==> src/jsu_pkg.sv <==
// jsu_pkg: shared types, character codes and the byte classifier of the
// JSON string unescaper. No dependencies; every other file but jsu_if imports it.
package jsu_pkg;

  // Character codes
  localparam logic [7:0] CharBslash = 8'h5C;
  localparam logic [7:0] CharU      = 8'h75;
  localparam logic [7:0] CharB      = 8'h62;
  localparam logic [7:0] CharF      = 8'h66;
  localparam logic [7:0] CharN      = 8'h6E;
  localparam logic [7:0] CharR      = 8'h72;
  localparam logic [7:0] CharT      = 8'h74;
  localparam logic [7:0] CharDig0   = 8'h30;
  localparam logic [7:0] CharDig9   = 8'h39;
  localparam logic [7:0] CharLowA   = 8'h61;
  localparam logic [7:0] CharLowF   = 8'h66;
  localparam logic [7:0] CharUpA    = 8'h41;
  localparam logic [7:0] CharUpF    = 8'h46;

  // Control bytes produced by escapes
  localparam logic [7:0] CtlBackspace = 8'h08;
  localparam logic [7:0] CtlFormFeed  = 8'h0C;
  localparam logic [7:0] CtlLineFeed  = 8'h0A;
  localparam logic [7:0] CtlCarriage  = 8'h0D;
  localparam logic [7:0] CtlTab       = 8'h09;

  // Largest \u value plus one that is decoded
  localparam logic [7:0] AsciiLimit = 8'h80;

  // Decoupling queue between front and back
  localparam int unsigned QDepth = 2;
  localparam int unsigned QAw    = (QDepth > 1) ? $clog2(QDepth) : 1;
  localparam int unsigned QCw    = $clog2(QDepth + 1);

  typedef struct packed {
    logic [7:0] data;      // raw byte
    logic [7:0] esc_data;  // byte to emit when this follows a backslash
    logic       is_bs;
    logic       is_u;
    logic       hex_ok;
    logic [3:0] hex_val;
  } jsu_item_t;

  typedef struct packed {
    jsu_item_t item;
    logic      last;
  } jsu_qitem_t;

  function automatic jsu_item_t jsu_classify(input logic [7:0] b);
    jsu_item_t r;
    r.data    = b;
    r.is_bs   = (b == CharBslash);
    r.is_u    = (b == CharU);
    r.hex_ok  = 1'b0;
    r.hex_val = 4'd0;
    if (b >= CharDig0 && b <= CharDig9) begin
      r.hex_ok  = 1'b1;
      r.hex_val = b[3:0];
    end else if ((b >= CharLowA && b <= CharLowF) || (b >= CharUpA && b <= CharUpF)) begin
      r.hex_ok  = 1'b1;
      r.hex_val = 4'(b[3:0] + 4'd9);
    end
    unique case (b)
      CharB:   r.esc_data = CtlBackspace;
      CharF:   r.esc_data = CtlFormFeed;
      CharN:   r.esc_data = CtlLineFeed;
      CharR:   r.esc_data = CtlCarriage;
      CharT:   r.esc_data = CtlTab;
      default: r.esc_data = b;
    endcase
    return r;
  endfunction

endpackage

==> src/jsu_if.sv <==
// jsu_if: valid/ready stream interfaces for the escaped input bytes and
// the unescaped output bytes. No dependencies.
interface jsu_in_if;
  logic       valid;
  logic       ready;
  logic [7:0] in_byte;
  logic       in_last;
  modport source (output valid, output in_byte, output in_last, input ready);
  modport sink   (input valid, input in_byte, input in_last, output ready);
endinterface

interface jsu_out_if;
  logic       valid;
  logic       ready;
  logic [7:0] out_byte;
  logic       out_last;
  modport source (output valid, output out_byte, output out_last, input ready);
  modport sink   (input valid, input out_byte, input out_last, output ready);
endinterface

==> src/jsu_front.sv <==
// jsu_front: input register stage that accepts bytes and classifies them.
// Depends on jsu_pkg and jsu_in_if.
module jsu_front (
  input  logic                clk_i,
  input  logic                rst_ni,
  jsu_in_if.sink              in_i,
  output logic                vld_o,
  output jsu_pkg::jsu_qitem_t item_o,
  input  logic                rdy_i
);
  import jsu_pkg::*;

  logic       vld_q, vld_d;
  jsu_qitem_t item_q;
  logic       take;

  assign in_i.ready = !vld_q || rdy_i;
  assign take       = in_i.valid && in_i.ready;

  always_comb begin
    vld_d = vld_q;
    if (rdy_i) begin
      vld_d = 1'b0;
    end
    if (take) begin
      vld_d = 1'b1;
    end
  end

  always_ff @(posedge clk_i or negedge rst_ni) begin
    if (!rst_ni) begin
      vld_q <= 1'b0;
    end else begin
      vld_q <= vld_d;
    end
  end

  // Payload: classify on capture
  always_ff @(posedge clk_i) begin
    if (take) begin
      item_q.item <= jsu_classify(in_i.in_byte);
      item_q.last <= in_i.in_last;
    end
  end

  assign vld_o  = vld_q;
  assign item_o = item_q;

endmodule

==> src/jsu_queue.sv <==
// jsu_queue: short FIFO of classified bytes between front and back.
// Depends on jsu_pkg.
module jsu_queue (
  input  logic                clk_i,
  input  logic                rst_ni,
  input  logic                push_i,
  input  jsu_pkg::jsu_qitem_t item_i,
  output logic                rdy_o,
  input  logic                pop_i,
  output logic                vld_o,
  output jsu_pkg::jsu_qitem_t item_o
);
  import jsu_pkg::*;

  jsu_qitem_t       mem_q [QDepth];
  logic [QAw-1:0]   wr_ptr_q, wr_ptr_d;
  logic [QAw-1:0]   rd_ptr_q, rd_ptr_d;
  logic [QCw-1:0]   cnt_q, cnt_d;
  logic             do_push, do_pop;

  assign rdy_o   = (cnt_q != QCw'(QDepth));
  assign vld_o   = (cnt_q != '0);
  assign do_push = push_i && rdy_o;
  assign do_pop  = pop_i && vld_o;
  assign item_o  = mem_q[rd_ptr_q];

  always_comb begin
    wr_ptr_d = wr_ptr_q;
    rd_ptr_d = rd_ptr_q;
    cnt_d    = cnt_q;
    if (do_push) begin
      wr_ptr_d = (wr_ptr_q == QAw'(QDepth - 1)) ? '0 : QAw'(wr_ptr_q + 1'b1);
    end
    if (do_pop) begin
      rd_ptr_d = (rd_ptr_q == QAw'(QDepth - 1)) ? '0 : QAw'(rd_ptr_q + 1'b1);
    end
    if (do_push && !do_pop) begin
      cnt_d = QCw'(cnt_q + 1'b1);
    end else if (do_pop && !do_push) begin
      cnt_d = QCw'(cnt_q - 1'b1);
    end
  end

  always_ff @(posedge clk_i or negedge rst_ni) begin
    if (!rst_ni) begin
      wr_ptr_q <= '0;
      rd_ptr_q <= '0;
      cnt_q    <= '0;
    end else begin
      wr_ptr_q <= wr_ptr_d;
      rd_ptr_q <= rd_ptr_d;
      cnt_q    <= cnt_d;
    end
  end

  always_ff @(posedge clk_i) begin
    if (do_push) begin
      mem_q[wr_ptr_q] <= item_i;
    end
  end

  assert property (@(posedge clk_i) disable iff (!rst_ni)
    cnt_q <= QCw'(QDepth))
    else $error("queue count above depth");

  assert property (@(posedge clk_i) disable iff (!rst_ni)
    (do_pop && !do_push) |=> (cnt_q == QCw'($past(cnt_q) - 1'b1)))
    else $error("queue count did not drop on pop");

  assert property (@(posedge clk_i) disable iff (!rst_ni)
    (cnt_q == '0) |-> (wr_ptr_q == rd_ptr_q))
    else $error("empty queue with split pointers");

endmodule

==> src/jsu_back.sv <==
// jsu_back: escape engine, hex collection buffer, replay sequencer and
// output register. Depends on jsu_pkg and jsu_out_if.
module jsu_back (
  input  logic                clk_i,
  input  logic                rst_ni,
  input  logic                q_vld_i,
  input  jsu_pkg::jsu_qitem_t q_item_i,
  output logic                q_pop_o,
  jsu_out_if.source           out_o
);
  import jsu_pkg::*;

  localparam logic [1:0] PhPlain = 2'd0;
  localparam logic [1:0] PhEsc   = 2'd1;
  localparam logic [1:0] PhHex   = 2'd2;

  logic [1:0] phase_q, phase_d;
  logic [1:0] hcnt_q, hcnt_d;
  jsu_item_t  hbuf_q [4];
  logic [2:0] rp_left_q, rp_left_d;
  logic [1:0] rp_pos_q, rp_pos_d;
  logic       rp_last_q, rp_last_d;
  logic       ovld_q, ovld_d;
  logic [7:0] obyte_q, obyte_d;
  logic       olast_q, olast_d;

  logic       rp_act, src_vld, src_last, adv;
  jsu_item_t  src;
  logic [7:0] hex_code;
  logic       hex_good;
  logic       emit, elast, hwr, ld_rp;
  logic [7:0] ebyte;
  logic [2:0] rp_n;

  // Replayed bytes take priority over the queue
  assign rp_act   = (rp_left_q != 3'd0);
  assign src      = rp_act ? hbuf_q[rp_pos_q] : q_item_i.item;
  assign src_last = rp_act ? (rp_last_q && rp_left_q == 3'd1) : q_item_i.last;
  assign src_vld  = rp_act || q_vld_i;
  assign adv      = src_vld && (!ovld_q || out_o.ready);
  assign q_pop_o  = adv && !rp_act;

  assign hex_code = {hbuf_q[2].hex_val, src.hex_val};
  assign hex_good = hbuf_q[0].hex_ok && hbuf_q[0].hex_val == 4'd0 &&
                    hbuf_q[1].hex_ok && hbuf_q[1].hex_val == 4'd0 &&
                    hbuf_q[2].hex_ok && src.hex_ok && hex_code < AsciiLimit;

  always_comb begin
    phase_d   = phase_q;
    hcnt_d    = hcnt_q;
    rp_left_d = rp_left_q;
    rp_pos_d  = rp_pos_q;
    rp_last_d = rp_last_q;
    emit      = 1'b0;
    ebyte     = src.data;
    elast     = src_last;
    hwr       = 1'b0;
    ld_rp     = 1'b0;
    rp_n      = 3'd0;
    if (adv) begin
      if (rp_act) begin
        rp_pos_d  = 2'(rp_pos_q + 1'b1);
        rp_left_d = 3'(rp_left_q - 1'b1);
      end
      unique case (phase_q)
        PhEsc: begin
          phase_d = PhPlain;
          if (src.is_u) begin
            if (src_last) begin
              emit  = 1'b1;
              ebyte = CharU;
            end else begin
              phase_d = PhHex;
              hcnt_d  = 2'd0;
            end
          end else begin
            emit  = 1'b1;
            ebyte = src.esc_data;
          end
        end
        PhHex: begin
          hwr    = 1'b1;
          hcnt_d = 2'(hcnt_q + 1'b1);
          if (hcnt_q == 2'd3) begin
            phase_d = PhPlain;
            hcnt_d  = 2'd0;
            emit    = 1'b1;
            if (hex_good) begin
              ebyte = hex_code;
            end else begin
              ebyte = CharU;
              elast = 1'b0;
              ld_rp = 1'b1;
              rp_n  = 3'd4;
            end
          end else if (src_last) begin
            phase_d = PhPlain;
            hcnt_d  = 2'd0;
            emit    = 1'b1;
            ebyte   = CharU;
            elast   = 1'b0;
            ld_rp   = 1'b1;
            rp_n    = 3'({1'b0, hcnt_q} + 3'd1);
          end
        end
        default: begin
          phase_d = PhPlain;
          if (src.is_bs && !src_last) begin
            phase_d = PhEsc;
          end else begin
            emit = 1'b1;
          end
        end
      endcase
      if (ld_rp) begin
        rp_left_d = rp_n;
        rp_pos_d  = 2'd0;
        rp_last_d = src_last;
      end
    end
  end

  always_comb begin
    ovld_d  = ovld_q;
    obyte_d = obyte_q;
    olast_d = olast_q;
    if (out_o.ready) begin
      ovld_d = 1'b0;
    end
    if (adv && emit) begin
      ovld_d  = 1'b1;
      obyte_d = ebyte;
      olast_d = elast;
    end
  end

  always_ff @(posedge clk_i or negedge rst_ni) begin
    if (!rst_ni) begin
      phase_q   <= PhPlain;
      hcnt_q    <= 2'd0;
      rp_left_q <= 3'd0;
      rp_pos_q  <= 2'd0;
      rp_last_q <= 1'b0;
      ovld_q    <= 1'b0;
    end else begin
      phase_q   <= phase_d;
      hcnt_q    <= hcnt_d;
      rp_left_q <= rp_left_d;
      rp_pos_q  <= rp_pos_d;
      rp_last_q <= rp_last_d;
      ovld_q    <= ovld_d;
    end
  end

  // Payload registers
  always_ff @(posedge clk_i) begin
    obyte_q <= obyte_d;
    olast_q <= olast_d;
    if (adv && hwr) begin
      hbuf_q[hcnt_q] <= src;
    end
  end

  assign out_o.valid    = ovld_q;
  assign out_o.out_byte = obyte_q;
  assign out_o.out_last = olast_q;

  assert property (@(posedge clk_i) disable iff (!rst_ni)
    rp_left_q <= 3'd4)
    else $error("replay count above buffer size");

  assert property (@(posedge clk_i) disable iff (!rst_ni)
    rp_act |-> !q_pop_o)
    else $error("queue popped during replay");

  assert property (@(posedge clk_i) disable iff (!rst_ni)
    (hcnt_q != 2'd0) |-> (phase_q == PhHex))
    else $error("hex digits held outside hex phase");

  assert property (@(posedge clk_i) disable iff (!rst_ni)
    (adv && ld_rp) |-> (rp_left_q <= 3'd1))
    else $error("replay restarted with bytes still pending");

endmodule

==> src/json_string_unescaper.sv <==
// json_string_unescaper: top level of the streaming JSON string unescaper.
// Depends on jsu_pkg, jsu_if, jsu_front, jsu_queue and jsu_back.
//
//   Channel | Direction | Payload             | Handshake
//   --------+-----------+---------------------+------------------
//   in_i    | in        | in_byte, in_last    | valid/ready
//   out_o   | out       | out_byte, out_last  | valid/ready
//
// One escaped byte enters per cycle and the back engine consumes one byte per
// cycle, so throughput is one byte per cycle while output is taken and no
// replay runs. A failed or cut-short \u escape replays up to four collected
// bytes through the single-byte engine in jsu_back, which pops no queue byte
// meanwhile; input keeps filling the front register and queue.
// The byte that completes a result passes the front register, the queue and
// the output register before output valid rises; a byte that opens an escape
// produces nothing on its own.
// Reset is asynchronous, active low, and returns the engine to plain text.
// Output stall holds the output register and backs up into the queue.
module json_string_unescaper (
  input  logic      clk_i,
  input  logic      rst_ni,
  jsu_in_if.sink    in_i,
  jsu_out_if.source out_o
);
  import jsu_pkg::*;

  // Front to queue
  logic       fr_vld, fr_rdy;
  jsu_qitem_t fr_item;

  // Queue to back
  logic       q_vld, q_pop;
  jsu_qitem_t q_item;

  // Accept and classify each input transaction
  jsu_front u_front (
    .clk_i  (clk_i),
    .rst_ni (rst_ni),
    .in_i   (in_i),
    .vld_o  (fr_vld),
    .item_o (fr_item),
    .rdy_i  (fr_rdy)
  );

  // Decouple front and back so each can stall on its own
  jsu_queue u_queue (
    .clk_i  (clk_i),
    .rst_ni (rst_ni),
    .push_i (fr_vld),
    .item_i (fr_item),
    .rdy_o  (fr_rdy),
    .pop_i  (q_pop),
    .vld_o  (q_vld),
    .item_o (q_item)
  );

  // Run the escape engine, replay failed \u bytes, hold the result
  jsu_back u_back (
    .clk_i    (clk_i),
    .rst_ni   (rst_ni),
    .q_vld_i  (q_vld),
    .q_item_i (q_item),
    .q_pop_o  (q_pop),
    .out_o    (out_o)
  );

endmodule
==> src/flat_wrapper.sv <==
// flat-port wrapper written by rule: the top's interface ports become plain ports
module json_string_unescaper_flat import jsu_pkg::*;
  (clk_i, rst_ni, in_i_valid, in_i_in_byte, in_i_in_last, in_i_ready, out_o_valid, out_o_out_byte, out_o_out_last, out_o_ready);
  jsu_in_if in_i_i ();
  jsu_out_if out_o_i ();
  input  logic clk_i;
  input  logic rst_ni;
  input wire logic [$bits(in_i_i.valid)-1:0] in_i_valid;
  input wire logic [$bits(in_i_i.in_byte)-1:0] in_i_in_byte;
  input wire logic [$bits(in_i_i.in_last)-1:0] in_i_in_last;
  output wire logic [$bits(in_i_i.ready)-1:0] in_i_ready;
  output wire logic [$bits(out_o_i.valid)-1:0] out_o_valid;
  output wire logic [$bits(out_o_i.out_byte)-1:0] out_o_out_byte;
  output wire logic [$bits(out_o_i.out_last)-1:0] out_o_out_last;
  input wire logic [$bits(out_o_i.ready)-1:0] out_o_ready;
  assign in_i_i.valid = in_i_valid;
  assign in_i_i.in_byte = in_i_in_byte;
  assign in_i_i.in_last = in_i_in_last;
  assign in_i_ready = in_i_i.ready;
  assign out_o_valid = out_o_i.valid;
  assign out_o_out_byte = out_o_i.out_byte;
  assign out_o_out_last = out_o_i.out_last;
  assign out_o_i.ready = out_o_ready;
  json_string_unescaper u_core (.clk_i(clk_i), .rst_ni(rst_ni), .in_i(in_i_i), .out_o(out_o_i));
endmodule
==> config.mk <==
export PLATFORM = sky130hd
export DESIGN_NAME = json_string_unescaper_flat
export DESIGN_NICKNAME = d
export VERILOG_FILES = /design/src/jsu_pkg.sv /design/src/jsu_if.sv /design/src/jsu_front.sv /design/src/jsu_queue.sv /design/src/jsu_back.sv /design/src/json_string_unescaper.sv /design/src/flat_wrapper.sv
export SDC_FILE = /design/constraint.sdc
export NUM_CORES = 1
export LEC_CHECK = 0
export CAP_MARGIN = 20
export CORE_UTILIZATION = 37
export DETAILED_ROUTE_END_ITERATION = 12
export DONT_BUFFER_PORTS = 1
export SKIP_CTS_REPAIR_TIMING = 1
export SLEW_MARGIN = 30
export SYNTH_ARGS = -nofsm -noshare
export SYNTH_HDL_FRONTEND = slang
export SYNTH_SLANG_ARGS = --single-unit
export TNS_END_PERCENT = 30
==> constraint.sdc <==
create_clock -name clk_i -period 2.9 [get_ports clk_i]
set_clock_uncertainty 0.2 [all_clocks]
set_input_delay 0.29 -clock clk_i [delete_from_list [all_inputs] [get_ports clk_i]]
set_output_delay 0.29 -clock clk_i [all_outputs]
set_load 0.05 [all_outputs]
==> impl_metrics.env <==
export IMPL_status="finished with violations"
export IMPL_violations="negative hold slack, negative setup slack"
export IMPL_critical_path_startpoint_type="flip-flop"
export IMPL_netlist_cell_type_count=63
export IMPL_hold_viol=1
export IMPL_combPwrFrac_pct=33.2
export IMPL_p_sw_mw=3.568
export IMPL_fin_area_sq_mm=0.009309
export IMPL_synth_area_sq_mm=0.008122
export IMPL_path_clk_slew_ns=0.07
export IMPL_cap_violations=0
export IMPL_worstMarginPinSlew_ns=0.8001
export IMPL_n_antenna_cell=0
export IMPL_post_place_ws_ns=0.01290
export IMPL_drv_slew=0
export IMPL_ys_warn_count=0
export IMPL_hold_ws_ns=-0.005762
export IMPL_clockPowerShare_pct=22.3
export IMPL_drive_above_1_share_pct=16.18
export IMPL_grt_antenna_before_repair=0
export IMPL_p_leak_nw=3.291
export IMPL_critical_path_endpoint_type="flip-flop"
export IMPL_io_pins=24
export IMPL_final_setup_tns_ns=-0.06529
export IMPL_dp_hpwl_um=11610
export IMPL_cp_required_ns=2.84
export IMPL_dr_first_iter_drc_count=481
export IMPL_switching_share_pct=35.77
export IMPL_postSynthAreaPerCell_sq_um=15.15
export IMPL_viasPerCell=5.390
export IMPL_synth_seq_cells=189
export IMPL_placed_area_sq_mm=0.008603
export IMPL_die_area_sq_mm=0.02255
export IMPL_seq_area_frac_synth_pct=68.90
export IMPL_synth_edf_count=173
export IMPL_synth_top_area_share_pct=63.97
export IMPL_dr_pass1_iters=4
export IMPL_synth_commonest_cells="edfxtp_1 (173), nand2_1 (41), mux2i_1 (30), inv_1 (23), nor2_1 (23)"
export IMPL_port_buffers=0
export IMPL_synth_most_common_cell="edfxtp_1"
export IMPL_syn_num_nets=563
export IMPL_power_density_mw_per_mm2=1072
export IMPL_cts_buffers=17
export IMPL_grt_use_total_pct=15.90
export IMPL_place_gp_congestion=0.8818
export IMPL_route_detailed_drc=0
export IMPL_antenna_left=0
export IMPL_ys_async_sr_fraction_pct=8.466
export IMPL_final_cells=862
export IMPL_grt_pass1_vias=4538
export IMPL_intPower_mw=6.407
export IMPL_dp_cells=818
export IMPL_cts_tree="done"
export IMPL_seqPwrFrac_pct=44.6
export IMPL_final_setup_worst_slack_ns=-0.01336
export IMPL_htreeDepth=4
export IMPL_grt_pass1_wl_um=26080
export IMPL_max_stage_delay_ns=0.60
export IMPL_period_share_pct=100.5
export IMPL_criticalPathCategory="reg2reg"
export IMPL_max_freq_mhz=343.2
export IMPL_die_w_um=150.2
export IMPL_fp_dieH_um=150.2
export IMPL_synth_largest_area_cell="edfxtp_1"
export IMPL_num_vias=4646
export IMPL_worst_ep_arrival_time_ns=2.85
export IMPL_cp_slowest_cell="nor3_2"
export IMPL_setup_viol=6
export IMPL_overflow=0
export IMPL_core_area_sq_mm=0.02129
export IMPL_critPathMaxFanout=8
export IMPL_routed_wl_um=17040
export IMPL_ys_top_cells_by_area="edfxtp_1 (64%), dfrtp_1 (4.9%), mux4_2 (4.2%)"
export IMPL_cp_cell_sequence="inv_1 -> ha_1 -> nand2b_1 -> mux2_2 -> nand2_1 -> a221oi_1 -> nor3_2 -> buf_12"
export IMPL_fin_crit_ns=2.913
export IMPL_area_delta_synth_final_pct=14.62
export IMPL_wl_per_cell_um=19.76
export IMPL_maxSlewHeadroom_pct=46.48
export IMPL_num_rows=53
export IMPL_rsz0062_at_grt="true"
export IMPL_root_buffer="clkbuf_16"
export IMPL_nets=601
export IMPL_holdCritPathClass="in2reg"
export IMPL_clock_sinks=189
export IMPL_insertion_delay_ns=0.43
export IMPL_ir_drop_uv=485.6
export IMPL_dominantRegCellSynth="edfxtp_1"
export IMPL_grt_max_degree=32
export IMPL_clockBufferDepth=2
export IMPL_synthCells=536
export IMPL_start_util_pct=38.15
cell usage in the layout, fill, tap and decap left out, types with 3 or more instances in the layout:
cell           count
nor2b_1           11
nand2b_1           8
nor2_2             3
ha_1              14
nor2_1            21
nand3_1           15
nand4b_1           3
mux2i_1           30
clkinvlp_4         3
and3_1             7
nand2_1           41
mux2_2             4
mux4_2            15
buf_12             3
and2_1             4
o21a_1             5
a221oi_1           3
dlygate4sd3_1     11
inv_6              5
buf_4             27
a21oi_1           17
edfxtp_1         173
dfrtp_1           15
o21ai_0           20
nand4_1            4
nor4_1             4
clkbuf_16         17
a21o_1             5
inv_1             23
a2111oi_0          6
a2111oi_2          3
o221ai_1           4
o22ai_1            4
xnor2_1            4
a211oi_1           3
path summary, 6_finish.rpt:
path	startpoint	endpoint	slack, ns	cells past startpoint
hold / removal	in_i_in_byte[2]	u_core.u_front.item_o[8]	-0.006	2
setup / recovery	u_core.u_back.rp_left_q[0]	u_core.u_back.out_o.out_byte[1]	-0.01	8
min in group asynchronous	rst_ni	u_core.u_back.phase_q[1]	0.19	1
max in group asynchronous	rst_ni	u_core.u_back.rp_pos_q[0]	1.76	1
setup reg to reg	u_core.u_back.rp_left_q[0]	u_core.u_back.out_o.out_byte[1]	-0.01	8
hold reg to reg	u_core.u_front.item_o[20]	u_core.u_queue.mem_q[1][20]	0.25	0
power by group through the flow:
stage                     combinational [mW]  sequential, mW  clock [mW]
after floorplan                         2.29            4.41           0
after global placement                  3.16            4.49           0
after detailed placement                3.22            4.51           0
after CTS                               3.24            4.45        2.27
after global routing                    3.61            4.50        2.37
final                                   3.31            4.44        2.22
worst max-delay path: cells and delay by family, from the launching register on:
family | cells | cell delay [ns]
AOI/OAI and AO/OA | 1 | 0.08
DFF | 1 | 0.39
and+or+nand+nor | 3 | 0.93
adders and majority gates | 1 | 0.26
buffers and inverters | 2 | 0.31
muxes | 1 | 0.46
registers in the layout (all words and copies together) (netlist names), 2 cells and up:
| name | flops |
|---|---|
| u_core.u_back.rp_pos_q | 2 |
| u_core.u_queue.mem_q | 48 |
| u_core.u_back.out_o.out_byte | 8 |
| u_core.u_back.rp_left_q | 3 |
| u_core.u_queue.cnt_q | 2 |
| u_core.u_back.hbuf_q | 92 |
| u_core.u_front.item_o | 24 |
| u_core.u_back.phase_q | 2 |
| u_core.u_back.hcnt_q | 2 |
stage by stage:
step	hold slack, ns	power (mW)	util (%)
detailed placement	-0.2049	7.736	40.42
CTS	-0.6698	9.962	43.07
finish	-0.005762	9.975	43.73
global route	0.004371	10.49	43.73
global placement	-0.2052	7.649	40.42
floorplan	-0.2056	6.696	-
layout make-up:
| cell class | count | area [sq um] |
|---|---|---|
| multi-input combinational | 301 | 2338 |
| sequential | 189 | 5597 |
| fill | 1874 | 11980 |
| clock buffer | 18 | 429.2 |
| tap | 275 | 344.1 |
| inverter | 23 | 86.33 |
| clock inverter | 14 | 136.4 |
| timing repair buffer | 42 | 377.9 |
routing by layer:
| metal | global-route usage, % | vias up | routed length (um) |
|---|---|---|---|
| li1 | - | 2155 | - |
| met1 | 21.63 | 2343 | 7789 |
| met2 | 25.56 | 126 | 8275 |
| met3 | 3.364 | 22 | 685 |
| met4 | 4.848 | 0 | 285 |
| met5 | 0 | - | 0 |
cell families after synthesis:
family / synth area share [%]
fa+ha+maj: 2.157
buf+inv: 2.681
simple gates: 8.658
xor+xnor: 0.6470
mux: 8.689
compound gates: 8.273
flops: 68.90
Note: power is estimated with default switching activity, not from simulation.
